`src/design/u8v_pkg.sv`:
```
// ----------------------------------------------------------------------------
// u8v_pkg
// Shared types and constants of the UTF-8 string validator: error kinds,
// byte classes, code point bounds and the per-string decode state.
// ----------------------------------------------------------------------------
`timescale 1ns / 1ps

package u8v_pkg;

  // Error kind reported with each string verdict
  typedef enum logic [2:0] {
    ERR_NONE      = 3'd0,
    ERR_NUL       = 3'd1,
    ERR_LEAD      = 3'd2,
    ERR_CONT      = 3'd3,
    ERR_TRUNC     = 3'd4,
    ERR_OVERLONG  = 3'd5,
    ERR_SURROGATE = 3'd6,
    ERR_ABOVE     = 3'd7
  } u8v_err_e;

  localparam int unsigned CpWidth = 21;

  // Lead byte ranges
  localparam logic [7:0] Lead2Min = 8'hC2;
  localparam logic [7:0] Lead2Max = 8'hDF;
  localparam logic [7:0] Lead3Min = 8'hE0;
  localparam logic [7:0] Lead3Max = 8'hEF;
  localparam logic [7:0] Lead4Min = 8'hF0;
  localparam logic [7:0] Lead4Max = 8'hF4;
  localparam logic [7:0] AsciiMax = 8'h7F;

  // Continuation byte: 10xx_xxxx
  localparam logic [7:0] ContMask = 8'hC0;
  localparam logic [7:0] ContTag  = 8'h80;

  // Code point bounds
  localparam logic [CpWidth-1:0] MinCp3  = 21'h000800;
  localparam logic [CpWidth-1:0] MinCp4  = 21'h010000;
  localparam logic [CpWidth-1:0] SurrMin = 21'h00D800;
  localparam logic [CpWidth-1:0] SurrMax = 21'h00DFFF;
  localparam logic [CpWidth-1:0] CpMax   = 21'h10FFFF;

  // Decode state carried across the bytes of one string
  typedef struct packed {
    logic [1:0]         pending;   // continuation bytes still expected
    logic [1:0]         seq_len;   // continuation count of the open sequence
    logic [CpWidth-1:0] point;     // code point assembled so far
    u8v_err_e           err;       // first error of the string
  } u8v_state_t;

  localparam u8v_state_t StateClear = '{
    pending: 2'd0,
    seq_len: 2'd0,
    point:   '0,
    err:     ERR_NONE
  };

endpackage

```
`src/design/u8v_step.sv`:
```
// ----------------------------------------------------------------------------
// u8v_step
// Combinational decode of one item: folds a byte (or an end mark) into the
// string state and gives the next state and, at string end, the verdict.
// ----------------------------------------------------------------------------
`timescale 1ns / 1ps

module u8v_step (
  input  u8v_pkg::u8v_state_t cur_i,
  input  logic [7:0]          data_byte_i,
  input  logic                is_last_i,
  input  logic                end_only_i,
  output u8v_pkg::u8v_state_t nxt_o,
  output logic                done_o,
  output u8v_pkg::u8v_err_e   kind_o
);

  u8v_pkg::u8v_state_t tk;        // state after taking the byte
  u8v_pkg::u8v_state_t fin;       // state whose verdict is reported
  logic [u8v_pkg::CpWidth-1:0] shifted;
  u8v_pkg::u8v_err_e           chk;

  // Code point with the continuation payload shifted in
  assign shifted = {cur_i.point[u8v_pkg::CpWidth-7:0], data_byte_i[5:0]};

  // Checks on a completed multi-byte sequence, in priority order
  always_comb begin
    if ((cur_i.seq_len == 2'd2 && shifted < u8v_pkg::MinCp3) ||
        (cur_i.seq_len == 2'd3 && shifted < u8v_pkg::MinCp4)) begin
      chk = u8v_pkg::ERR_OVERLONG;
    end else if (shifted >= u8v_pkg::SurrMin && shifted <= u8v_pkg::SurrMax) begin
      chk = u8v_pkg::ERR_SURROGATE;
    end else if (shifted > u8v_pkg::CpMax) begin
      chk = u8v_pkg::ERR_ABOVE;
    end else begin
      chk = u8v_pkg::ERR_NONE;
    end
  end

  // Byte decode; nothing changes once an error is latched
  always_comb begin
    tk = cur_i;
    if (cur_i.err == u8v_pkg::ERR_NONE) begin
      if (cur_i.pending != 2'd0) begin
        if ((data_byte_i & u8v_pkg::ContMask) != u8v_pkg::ContTag) begin
          tk.err = u8v_pkg::ERR_CONT;
        end else if (cur_i.pending == 2'd1) begin
          tk.pending = 2'd0;
          tk.seq_len = 2'd0;
          tk.point   = '0;
          tk.err     = chk;
        end else begin
          tk.pending = cur_i.pending - 2'd1;
          tk.point   = shifted;
        end
      end else if (data_byte_i == 8'h00) begin
        tk.err = u8v_pkg::ERR_NUL;
      end else if (data_byte_i <= u8v_pkg::AsciiMax) begin
        tk = cur_i;
      end else if (data_byte_i >= u8v_pkg::Lead2Min && data_byte_i <= u8v_pkg::Lead2Max) begin
        tk.pending = 2'd1;
        tk.seq_len = 2'd1;
        tk.point   = {{(u8v_pkg::CpWidth-5){1'b0}}, data_byte_i[4:0]};
      end else if (data_byte_i >= u8v_pkg::Lead3Min && data_byte_i <= u8v_pkg::Lead3Max) begin
        tk.pending = 2'd2;
        tk.seq_len = 2'd2;
        tk.point   = {{(u8v_pkg::CpWidth-4){1'b0}}, data_byte_i[3:0]};
      end else if (data_byte_i >= u8v_pkg::Lead4Min && data_byte_i <= u8v_pkg::Lead4Max) begin
        tk.pending = 2'd3;
        tk.seq_len = 2'd3;
        tk.point   = {{(u8v_pkg::CpWidth-3){1'b0}}, data_byte_i[2:0]};
      end else begin
        tk.err = u8v_pkg::ERR_LEAD;
      end
    end
  end

  // String end: end_only skips the byte entirely
  assign fin    = end_only_i ? cur_i : tk;
  assign done_o = end_only_i | is_last_i;
  assign nxt_o  = done_o ? u8v_pkg::StateClear : tk;

  // Verdict: latched error first, then an unfinished sequence
  always_comb begin
    if (fin.err != u8v_pkg::ERR_NONE) begin
      kind_o = fin.err;
    end else if (fin.pending != 2'd0) begin
      kind_o = u8v_pkg::ERR_TRUNC;
    end else begin
      kind_o = u8v_pkg::ERR_NONE;
    end
  end

endmodule

```
`src/design/utf8_string_validator.sv`:
```
// ----------------------------------------------------------------------------
// utf8_string_validator
// Strict UTF-8 checker for byte strings, one byte per item, one verdict per
// string end.
// ----------------------------------------------------------------------------
// Takes one item per cycle while no verdict waits under out_stall_i. An item
// is registered on entry, then decoded combinationally against the string
// state, and a string verdict lands in the output register; out_valid_o rises
// once the item that ends the string is decoded. The registered state update
// in the decode stage sets the rate. A verdict waiting under out_stall_i holds
// only items that end a string; bytes inside a string keep flowing. string_ok_o
// is 1 for a valid string, and error_kind_o names the first problem found (NUL,
// bad lead, bad continuation, truncated, overlong, surrogate, above 10FFFF).
`timescale 1ns / 1ps

module utf8_string_validator (
  input  logic       clk_i,
  input  logic       rst_ni,
  input  logic       in_valid_i,
  output logic       in_stall_o,
  input  logic [7:0] data_byte_i,
  input  logic       is_last_i,
  input  logic       end_only_i,
  output logic       out_valid_o,
  input  logic       out_stall_i,
  output logic       string_ok_o,
  output logic [2:0] error_kind_o
);

  logic                valid_q;
  logic [7:0]          byte_q;
  logic                last_q;
  logic                endo_q;
  u8v_pkg::u8v_state_t st_q;
  u8v_pkg::u8v_state_t st_d;
  logic                done;
  u8v_pkg::u8v_err_e   kind;
  logic                out_valid_q;
  logic                ok_q;
  u8v_pkg::u8v_err_e   kind_q;
  logic                out_free;
  logic                adv;
  logic                in_acc;

  // Stage advance: items that end a string need a free output register
  assign out_free   = !out_valid_q || !out_stall_i;
  assign adv        = valid_q && (!done || out_free);
  assign in_stall_o = valid_q && !adv;
  assign in_acc     = in_valid_i && !in_stall_o;

  // Input register
  always_ff @(posedge clk_i or negedge rst_ni) begin
    if (!rst_ni) begin
      valid_q <= 1'b0;
    end else if (in_acc) begin
      valid_q <= 1'b1;
    end else if (adv) begin
      valid_q <= 1'b0;
    end
  end

  always_ff @(posedge clk_i) begin
    if (in_acc) begin
      byte_q <= data_byte_i;
      last_q <= is_last_i;
      endo_q <= end_only_i;
    end
  end

  // Decode of the registered item
  u8v_step u_step (
    .cur_i       (st_q),
    .data_byte_i (byte_q),
    .is_last_i   (last_q),
    .end_only_i  (endo_q),
    .nxt_o       (st_d),
    .done_o      (done),
    .kind_o      (kind)
  );

  // String state
  always_ff @(posedge clk_i or negedge rst_ni) begin
    if (!rst_ni) begin
      st_q <= u8v_pkg::StateClear;
    end else if (adv) begin
      st_q <= st_d;
    end
  end

  // Output register
  always_ff @(posedge clk_i or negedge rst_ni) begin
    if (!rst_ni) begin
      out_valid_q <= 1'b0;
    end else if (adv && done) begin
      out_valid_q <= 1'b1;
    end else if (!out_stall_i) begin
      out_valid_q <= 1'b0;
    end
  end

  always_ff @(posedge clk_i) begin
    if (adv && done) begin
      ok_q   <= (kind == u8v_pkg::ERR_NONE);
      kind_q <= kind;
    end
  end

  assign out_valid_o  = out_valid_q;
  assign string_ok_o  = ok_q;
  assign error_kind_o = kind_q;

endmodule

```
`config.mk`:
```
export PLATFORM = sky130hd
export DESIGN_NAME = utf8_string_validator
export DESIGN_NICKNAME = d
export VERILOG_FILES = /design/src/design/u8v_pkg.sv /design/src/design/u8v_step.sv /design/src/design/utf8_string_validator.sv
export SDC_FILE = /design/constraint.sdc
export NUM_CORES = 1
export LEC_CHECK = 0
export ABC_AREA = 1
export BUFFER_PORTS_ARGS = -buffer_cell sky130_fd_sc_hd__buf_4
export CAP_MARGIN = 25
export CORE_AREA = 10 10 73 75
export DETAILED_ROUTE_END_ITERATION = 10
export DIE_AREA = 0 0 83 85
export GPL_TIMING_DRIVEN = 0
export PLACE_DENSITY = 0.73
export SYNTH_ARGS = -nofsm -noshare
export SYNTH_HDL_FRONTEND = slang
export SYNTH_SLANG_ARGS = --single-unit
```
`constraint.sdc`:
```
create_clock -name clk_i -period 5.36 [get_ports clk_i]
set_clock_uncertainty 0.05 [all_clocks]
set_input_delay 0.804 -clock clk_i [delete_from_list [all_inputs] [get_ports clk_i]]
set_output_delay 0.804 -clock clk_i [all_outputs]
set_load 0.01 [all_outputs]
```
== Yosys cells after proc, flatten, opt, wreduce, memory -nomap -nowiden ==
Index checks and enable logic that the tools add are counted.
Word-level totals
  bits in registers: 44
  latch bits: 0
  RAM bits: 0
  ROM bits: 0
  output and inout port bits: 6
  logic and storage cells: 83
  memories: 0
Operators by class
  $add $sub $neg: 1
  multiply operators: 0
  div/mod/pow operators: 0
  order comparisons: 12
  eq/ne operators: 5
  shifts and indexed selects: 0
  mux-type cells: 28
  bitwise operators: 1
  reductions and logical operators: 25
Operators by type and width (count)
  two-way mux 28 bit: 5
  two-way mux 25 bit: 5
  two-way mux 3 bit: 11
  >= comparator 8 bit, second input constant: 3
  less-or-equal comparator 8 bit, second input constant: 3
  >= comparator 21 x 16 -> 1 bit, second input constant: 1
  > comparator 21 bit, second input constant: 1
  less-or-equal comparator 21 x 16 -> 1 bit, second input constant: 1
  < comparator 21 x 12 -> 1 bit, second input constant: 1
  < comparator 21 x 17 -> 1 bit, second input constant: 1
  two-way mux 21 bit: 1
  logical AND 1 bit: 10
  less-or-equal comparator 8 x 7 -> 1 bit, second input constant: 1
  logical NOT 8 bit: 1
  logical NOT 3 bit: 2
  nonzero test 2 bit: 3
  logical NOT 1 bit: 5
  == test 2 bit, second input constant: 2
  two-way mux 1 bit: 4
  two-way mux 2 bit: 2
  logical OR 1 bit: 3
  nonzero test 3 bit: 1
  == test 2 x 1 -> 1 bit, second input constant: 1
  inequality test 2 x 1 -> 1 bit, second input constant: 1
  other kinds (3): 3

== Longest topological paths before layout ==
Gate-level depths: netlist of run 1.
  depth after elaboration: 14
  depth in mapped cells: 15
  mapped depth without buffers: 15

== Hierarchy ==
A second synthesis of run 1 with hierarchy kept.
Second synthesis, totals
  cells, all modules: 402
  area, all modules: 2964.1 sq um
Modules (own cells, without submodules)
  utf8_string_validator: instances 1, cells an instance 148, area each 1641.6 sq um, sequential area each 1171.1 sq um
  u8v_step: instances 1, cells an instance 254, area each 1322.5 sq um, sequential area each 0.0 sq um

== Worst setup path before layout of run 1 ==
OpenSTA, ideal clock, no wires.
  path type: register -> register
  start point: register st_q[26] (netlist bit)
  end point: register kind_q[2], in the netlist error_kind_o[2] (data pin)
  setup time: 252 ps
  arrival: 1715 ps
  slack: 3343 ps
  cell stages (with the launch flop): 14
  buffers on the path: 1
  cell sequence: dfrtp_1 > inv_1 > ha_1 > clkbuf_2 > nor2_1 > nor2_4 > nand2_1 > o31ai_1 > a21oi_1 > nand2_1 > a21oi_2 > inv_1 > nand2_1 > nand2_1
On the way
  word-level cells in the longest chain between the ends: 11
  elaborated cells on any way between the ends: 19
  those cells by class: 1 x add/sub; 1 x eq/ne; 14 x mux; 3 x reduce/logical
RTL lines
  start, declared: line utf8_string_validator.sv:34  | u8v_pkg::u8v_state_t st_q;
  start signal, assigned: line utf8_string_validator.sv:84  | st_q <= u8v_pkg::StateClear;
  start signal, assigned: line utf8_string_validator.sv:86  | st_q <= st_d;
  two-way mux 25 bit: line u8v_step.sv:68  | end else if (data_byte_i >= u8v_pkg::Lead4Min && data_byte_i <= u8v_pkg::Lead4Max) begin
  two-way mux 25 bit: line u8v_step.sv:64  | end else if (data_byte_i >= u8v_pkg::Lead3Min && data_byte_i <= u8v_pkg::Lead3Max) begin
  two-way mux 25 bit: line u8v_step.sv:60  | end else if (data_byte_i >= u8v_pkg::Lead2Min && data_byte_i <= u8v_pkg::Lead2Max) begin
  two-way mux 28 bit: line u8v_step.sv:58  | end else if (data_byte_i <= u8v_pkg::AsciiMax) begin
  two-way mux 25 bit: line u8v_step.sv:56  | end else if (data_byte_i == 8'h00) begin
  two-way mux 28 bit: line u8v_step.sv:44  | if (cur_i.pending != 2'd0) begin
  two-way mux 28 bit: line u8v_step.sv:43  | if (cur_i.err == u8v_pkg::ERR_NONE) begin
  two-way mux 28 bit (*): line u8v_step.sv:79  | assign fin = end_only_i ? cur_i : tk;
  nonzero test 2 bit: line u8v_step.sv:87  | end else if (fin.pending != 2'd0) begin
  two-way mux 3 bit: line u8v_step.sv:87
  two-way mux 3 bit (*): line u8v_step.sv:85  | if (fin.err != u8v_pkg::ERR_NONE) begin
  net kind[2]: line utf8_string_validator.sv:37  | u8v_pkg::u8v_err_e kind;
  end signal, assigned: line utf8_string_validator.sv:104  | kind_q <= kind;
  end, declared: line utf8_string_validator.sv:40  | u8v_pkg::u8v_err_e kind_q;
Mark *: on every way through the listed nets, which the timed path passes. The rest lies on a longest branch.
A chain may end at the register's enable or synchronous reset.

== Worst setup path in the final report of run 1 ==
  start point: register st_q[26] (netlist bit)
  end point: register ok_q, in the netlist string_ok_o (data pin)
On the way
  word-level cells in the longest chain between the ends: 12
  elaborated cells on any way between the ends: 20
  those cells by class: 1 x add/sub; 1 x eq/ne; 14 x mux; 4 x reduce/logical
RTL lines
  two-way mux 25 bit: line u8v_step.sv:68
  two-way mux 25 bit: line u8v_step.sv:64
  two-way mux 25 bit: line u8v_step.sv:60
  two-way mux 28 bit: line u8v_step.sv:58
  two-way mux 25 bit: line u8v_step.sv:56
  two-way mux 28 bit: line u8v_step.sv:44
  two-way mux 28 bit: line u8v_step.sv:43
  two-way mux 28 bit (*): line u8v_step.sv:79
  nonzero test 2 bit: line u8v_step.sv:87
  two-way mux 3 bit: line u8v_step.sv:87
  two-way mux 3 bit (*): line u8v_step.sv:85
  logical NOT 3 bit (*): line utf8_string_validator.sv:103  | ok_q <= (kind == u8v_pkg::ERR_NONE);
  end signal, assigned: line utf8_string_validator.sv:103
  end, declared: line utf8_string_validator.sv:39  | logic ok_q;
Mark *: on every way between the ends. The rest lies on a longest branch, timed or not.

==> results of run 1 <==
metrics by stage:
step / setup WS [ns] / power [mW] / std cells / hold WS [ns]
finish: 2.85 / 0.981 / 333 / 0.348
global route: 2.64 / 1.05 / 333 / 0.370
CTS: 2.90 / 0.979 / 333 / 0.364
detailed placement: 2.91 / 0.778 / 325 / 0.420
global placement: 2.92 / 0.775 / 325 / 0.415
floorplan: 3.34 / 0.669 / 256 / 0.402
cell type report:
type	instances	area [um2]	area share (%)
clock inverters	1	5.00	0.210
multi-input cells	173	901	37.7
flip-flops and latches	38	1020	42.7
repair buffers	19	143	5.97
inverters	41	154	6.44
clock buffers	7	86.3	3.61
well taps	50	62.6	2.62
plain buffers	4	16.3	0.681
cell families after synthesis:
group	Yosys count	synth area share, %
AO/OA/AOI/OAI	62	18.5
adder cells (fa/ha/maj)	2	1.20
buffers and inverters	45	8.13
flip-flops	38	48.8
AND/OR/NAND/NOR	109	23.3
worst paths after layout:
path,slack (ns),endpoint,depth (start not counted)
max in group asynchronous,4.65,st_q[0],1
setup reg to reg,2.85,string_ok_o,12
hold / removal,0.35,st_q[10],1
hold reg to reg,0.43,st_q[14],2
min in group clk_i,0.43,st_q[14],2
setup / recovery,2.85,string_ok_o,12
sequential cells by signal (all words and copies together), names as in the netlist:
| name | cells |
|---|---|
| byte_q | 8 |
| endo_q | 1 |
| error_kind_o | 3 |
| last_q | 1 |
| out_valid_o | 1 |
| st_q | 22 |
| string_ok_o | 1 |
| valid_q | 1 |
cells in the final DEF (no fill, tap or decap), drive strengths merged, types with 4 or more instances in the layout:
master  instances
a21oi          16
buf            19
clkbuf         11
dfrtp          24
edfxtp         14
inv            39
nand2          58
nand3          18
nor2           26
o21ai          23
o22ai           4
o31ai           5
o32ai           6
power groups by stage:
stage / Clock, mW / Combinational [mW] / Sequential (mW)
finish: 0.203 / 0.396 / 0.382
global route: 0.220 / 0.449 / 0.386
CTS: 0.204 / 0.393 / 0.381
detailed placement: 0 / 0.392 / 0.386
global placement: 0 / 0.389 / 0.386
floorplan: 0 / 0.281 / 0.388
worst reg2reg max path, cell delays in order, from the launching register on:
cell	delay [ns]
dfrtp_1	0.43
inv_1	0.16
ha_1	0.16
clkbuf_2	0.19
clkinv_1	0.29
a31oi_1	0.40
nand3_1	0.13
o21ai_0	0.13
nand3_1	0.10
nand2_1	0.07
inv_1	0.05
nand3_1	0.07
inv_1	0.04
metal layers:
layer	up-vias	share of wire [%]	global-route usage [%]
li1	919	-	-
met1	877	47	17.5
met2	58	46	23.4
met3	5	5.5	4.11
met4	0	1.5	5.11
met5	-	0	0
==> results.yml, run 1 <==
outcome:
  outcome: "finished, final reports clean"
clock_network:
  clkSinkCount: 38
  cts_resized: 0
  cts_root_buf: "clkbuf_8"
  post-cts-setup-buffer-count: 0
  cts_hold_buf: 0
  clk_pin_slew_ns: 0.08
  ctsLongestPathBuffers: 2
  cts_tree: "yes"
  worstSkewPairLatency_ns: 0.30
  cts_buffers: 5
  ctsHtreeMaxLevel: 2
worst_setup_path:
  arrival_ns: 2.52
  cp.required_ns: 5.37
  crit_path_max_fanout: 10
  crit_slowest_cell: "dfrtp_1"
  r2r-start: "st_q[26]"
  start_kind: "register"
  cp_num_buf_inv: 5
  critical_path_class: "register to register"
  crit_family: "buffers and inverters"
  critPathLaunch: "st_q[26]"
  crit_chain: "inv_1 > ha_1 > clkbuf_2 > clkinv_1 > a31oi_1 > nand3_1 > o21ai_0 > nand3_1 > nand2_1 > inv_1 > nand3_1 > inv_1"
  cpPeakStageDelay_ns: 0.43
  critPathCaptureType: "register"
sta:
  rsz0062_at_grt: "no"
  setup_viol: 0
  finalHoldViolations: 0
  tns_ns: 0
  worst_pin_slew_ns: 0.713
  min_period_ns: 2.51
  max_freq_mhz: 399
  period_share_pct: 46.8
  relSlewSlack_pct: 52.3
  slew_viol_final: 0
global_route:
  grt_pass1_vias: 1831
  grt_max_degree: 25
  grt_antenna_before_repair: 0
  grt_pass1_wl_um: 8450
  grt_use_total_pct: 14.3
  grt_remaining_overflow: 0
power:
  p_per_area_nw_per_um2: 411
  p_int_mw: 0.589
  ir_drop_uv: 246
  pwr-share-seq_pct: 39.0
  clkPwrFrac_pct: 20.7
  p_leak_nw: 1.10
  p_sw_share_pct: 40.0
  combPwrFrac_pct: 40.3
  switching_power_mw: 0.392
die:
  die_area_um2: 7060
  ios: 20
  initial_core_util_pct: 53.5
  rows: 23
  die_y_um: 85
  core_area_um2: 3910
  die_w_um: 83
drt:
  detail-route-antenna-nets: 0
  drt-vias-per-instance: 5.58
  wl_um: 4820
  wl_per_cell_um: 14.5
  drt_iter0_drc: 146
  vias: 1859
  route.detailed.drc: 0
  first_pass_iters: 4
layout:
  antenna_cells: 0
  nFillCells: 358
  final_area_um2: 2390
  fin_nets: 298
  drive_gt1_share_pct: 15.2
  syn2layout_area_growth_pct: 14.2
  utilization_pct: 61.0
placed_design:
  gp_congestion: 0.918
  place_area_um2: 2300
  dp_hpwl_um: 3580
  port_buffers: 19
yosys:
  synth_warnings: 0
  synthCells: 256
  yosysTopAreaCell: "dfrtp_1"
  ys_types: 32
  synth_ff_type: "dfrtp_1"
  async_flop_share_pct: 63.2
  synth_top_cell_area_share_pct: 28.7
  synth_edf_count: 14
  synth.most_common_cell: "nand2_1"
  ys_top_cells_by_count: "nand2_1, inv_1, dfrtp_1, nor2_1, o21ai_0"
  synth_area_per_cell_um2: 8.17
  yosysSeqAreaShare_pct: 48.8
  syn_nets: 272
  synthTopCellsByArea: "dfrtp_1, edfxtp_1, nand2_1, inv_1, o21ai_0"
  netlist_area_um2: 2090
  ys_seq_elements: 38
flow_run:
  cap_violations: 0
min_path:
  hold_class: "input pin to asynchronous set/reset pin"
Power figures use the tool's default switching activity.
==> inputs of run 2 (changes only) <==
--- a/config.mk
+++ b/config.mk
@@ -8,11 +8,11 @@
 export ABC_AREA = 1
 export BUFFER_PORTS_ARGS = -buffer_cell sky130_fd_sc_hd__buf_4
 export CAP_MARGIN = 25
-export CORE_AREA = 10 10 73 75
+export CORE_AREA = 10 10 74 76
 export DETAILED_ROUTE_END_ITERATION = 10
-export DIE_AREA = 0 0 83 85
+export DIE_AREA = 0 0 84 86
 export GPL_TIMING_DRIVEN = 0
-export PLACE_DENSITY = 0.73
+export PLACE_DENSITY = 0.74
 export SYNTH_ARGS = -nofsm -noshare
 export SYNTH_HDL_FRONTEND = slang
 export SYNTH_SLANG_ARGS = --single-unit
==> constraint.sdc (replaced) <==
create_clock -name clk_i -period 2.28 [get_ports clk_i]
set_clock_uncertainty 0.05 [all_clocks]
set_input_delay 0.342 -clock clk_i [delete_from_list [all_inputs] [get_ports clk_i]]
set_output_delay 0.342 -clock clk_i [all_outputs]
set_load 0.01 [all_outputs]
==> results.yml, run 2 (synthesis gave the netlist of run 1 again) <==
outcome:
  outcome: "finished, final reports clean"
worst_setup_path:
  regToRegEndpoint: "error_kind_o[2]"
  start_kind: "register"
  crit_path_max_fanout: 8
  crit_slowest_cell: "dfrtp_1"
  cp_common_cell: "nand2_1"
  worst_r2r_path_depth: 12
  r2r-start: "st_q[26]"
  cp.required_ns: 2.29
  arrival_ns: 2.10
  critical_path_class: "register to register"
  cpPeakStageDelay_ns: 0.42
  critPathCaptureType: "register"
  r2r_slack_ns: 0.19
  crit_chain: "inv_1 > ha_4 > nor2_4 > nor2_4 > nand2_1 > o31ai_1 > a21oi_1 > nand2_1 > a21oi_2 > inv_1 > nand2_1 > nand2_1"
sta:
  setup_viol: 0
  min_period_ns: 2.09
  rsz0062_at_grt: "no"
  max_freq_mhz: 478
  worst_slack_ns: 0.188
  timing.hold.ws_ns: 0.171
  tns_ns: 0
  period_share_pct: 91.8
  relSlewSlack_pct: 51.4
  worst_pin_slew_ns: 0.726
  slew_viol_final: 0
  finalHoldViolations: 0
power:
  p_leak_nw: 1.12
  p_per_area_nw_per_um2: 974
  clkPwrFrac_pct: 19.5
  p_int_mw: 1.46
  switching_power_mw: 0.940
  ir_drop_uv: 556
  pwr-share-seq_pct: 37.5
  combPwrFrac_pct: 43.0
  total_power_mw: 2.40
  p_sw_share_pct: 39.2
drt:
  wl_met3_um: 344
  met1_length_um: 2190
  highest_layer: "met4"
  detail-route-antenna-nets: 0
  first_pass_iters: 4
  vias: 1883
  wl_met2_um: 2240
  wl_per_cell_um: 14.6
  route.detailed.drc: 0
  drt-vias-per-instance: 5.57
  drt_iter0_drc: 174
  wl_um: 4940
layout:
  utilization_pct: 62.1
  fin_nets: 303
  drive_gt1_share_pct: 18.4
  final_area_um2: 2460
  regMostFlops: "st_q"
  layout_commonest_cell: "nand2_1"
  syn2layout_area_growth_pct: 17.8
  antenna_cells: 0
  layout_common_cells: "nand2_1, inv_1, buf_4, dfrtp_1, nor2_1"
  instances_no_fill: 338
  largest_reg_flops: 22
placed_design:
  pre_cts_ws_ns: -0.140
  dp.cells: 325
  dp_hpwl_um: 3580
  port_buffers: 19
  gp_congestion: 0.947
  place_area_um2: 2300
global_route:
  grt_pass1_wl_um: 8710
  grt_antenna_before_repair: 0
  grt_remaining_overflow: 0
  grt_max_degree: 25
  grt_use_total_pct: 14.3
  grt_pass1_vias: 1853
clock_network:
  ctsLongestPathBuffers: 2
  cts_root_buf: "clkbuf_8"
  clk_pin_slew_ns: 0.08
  cts_tree: "yes"
  ctsHtreeMaxLevel: 2
  worstSkewPairLatency_ns: 0.30
  clkSinkCount: 38
  cts_buffers: 5
die:
  die_y_um: 86
  die_area_um2: 7220
  die_w_um: 84
  rows: 23
  initial_core_util_pct: 52.7
  ios: 20
  core_area_um2: 3970
min_path:
  hold_depth: 1
  hold_path.startpoint: "is_last_i"
  hold_class: "input pin to register"
  whs_endpoint: "last_q"
flow_run:
  cap_violations: 0
[run 2: worst max path at each step]
stage          slack, ns      from              end  cells past startpoint
3_5_place_dp       -0.14  st_q[26]      string_ok_o                     12
5_1_grt           0.0005  st_q[26]  error_kind_o[2]                     12
2_1_floorplan       0.26  st_q[26]  error_kind_o[2]                     13
4_1_cts             0.03  st_q[26]  error_kind_o[2]                     13
3_3_place_gp       -0.13  st_q[26]      string_ok_o                     12
6_report            0.19  st_q[26]  error_kind_o[2]                     12
[run 2: power groups by stage]
| stage | Sequential [mW] | Clock (mW) | Combinational, mW |
|---|---|---|---|
| finish | 0.901 | 0.468 | 1.03 |
| floorplan | 0.912 | 0 | 0.660 |
| CTS | 0.899 | 0.477 | 0.928 |
| global placement | 0.908 | 0 | 0.909 |
| detailed placement | 0.911 | 0 | 0.914 |
| global route | 0.912 | 0.514 | 1.16 |
[run 2: layout make-up]
| type | instances | area (um2) |
|---|---|---|
| plain buffers | 3 | 11.3 |
| clock buffers | 8 | 90.1 |
| fillers | 359 | 1510 |
| inverters | 41 | 160 |
| multi-input cells | 173 | 930 |
| flip-flops and latches | 38 | 1020 |
| well taps | 50 | 62.6 |
| repair buffers | 25 | 190 |
[run 2: metal layers]
layer  up-vias  global-route usage (%)
met2        77                    22.5
li1        931                       -
met4         0                    6.24
met1       856                    17.9
met3        19                    3.88
met5         -                       0
[run 2: critical path, delay by kind of cell (launching register included)]
family / cells / cell delay [ns]
and+or+nand+nor: 6 / 0.51
adders and majority gates: 1 / 0.23
AOI/OAI and AO/OA: 3 / 0.46
DFF: 1 / 0.42
buffers and inverters: 2 / 0.20
[run 2: timing repair]
item / in CTS / in global routing
setup buffers: 0 / 5
hold buffers: 1 / 0
hold endpoints to repair: 24 / 0
gates resized for setup: 3 / 8
pin swaps: 0 / 2
endpoints found under the setup margin: 2 / 2
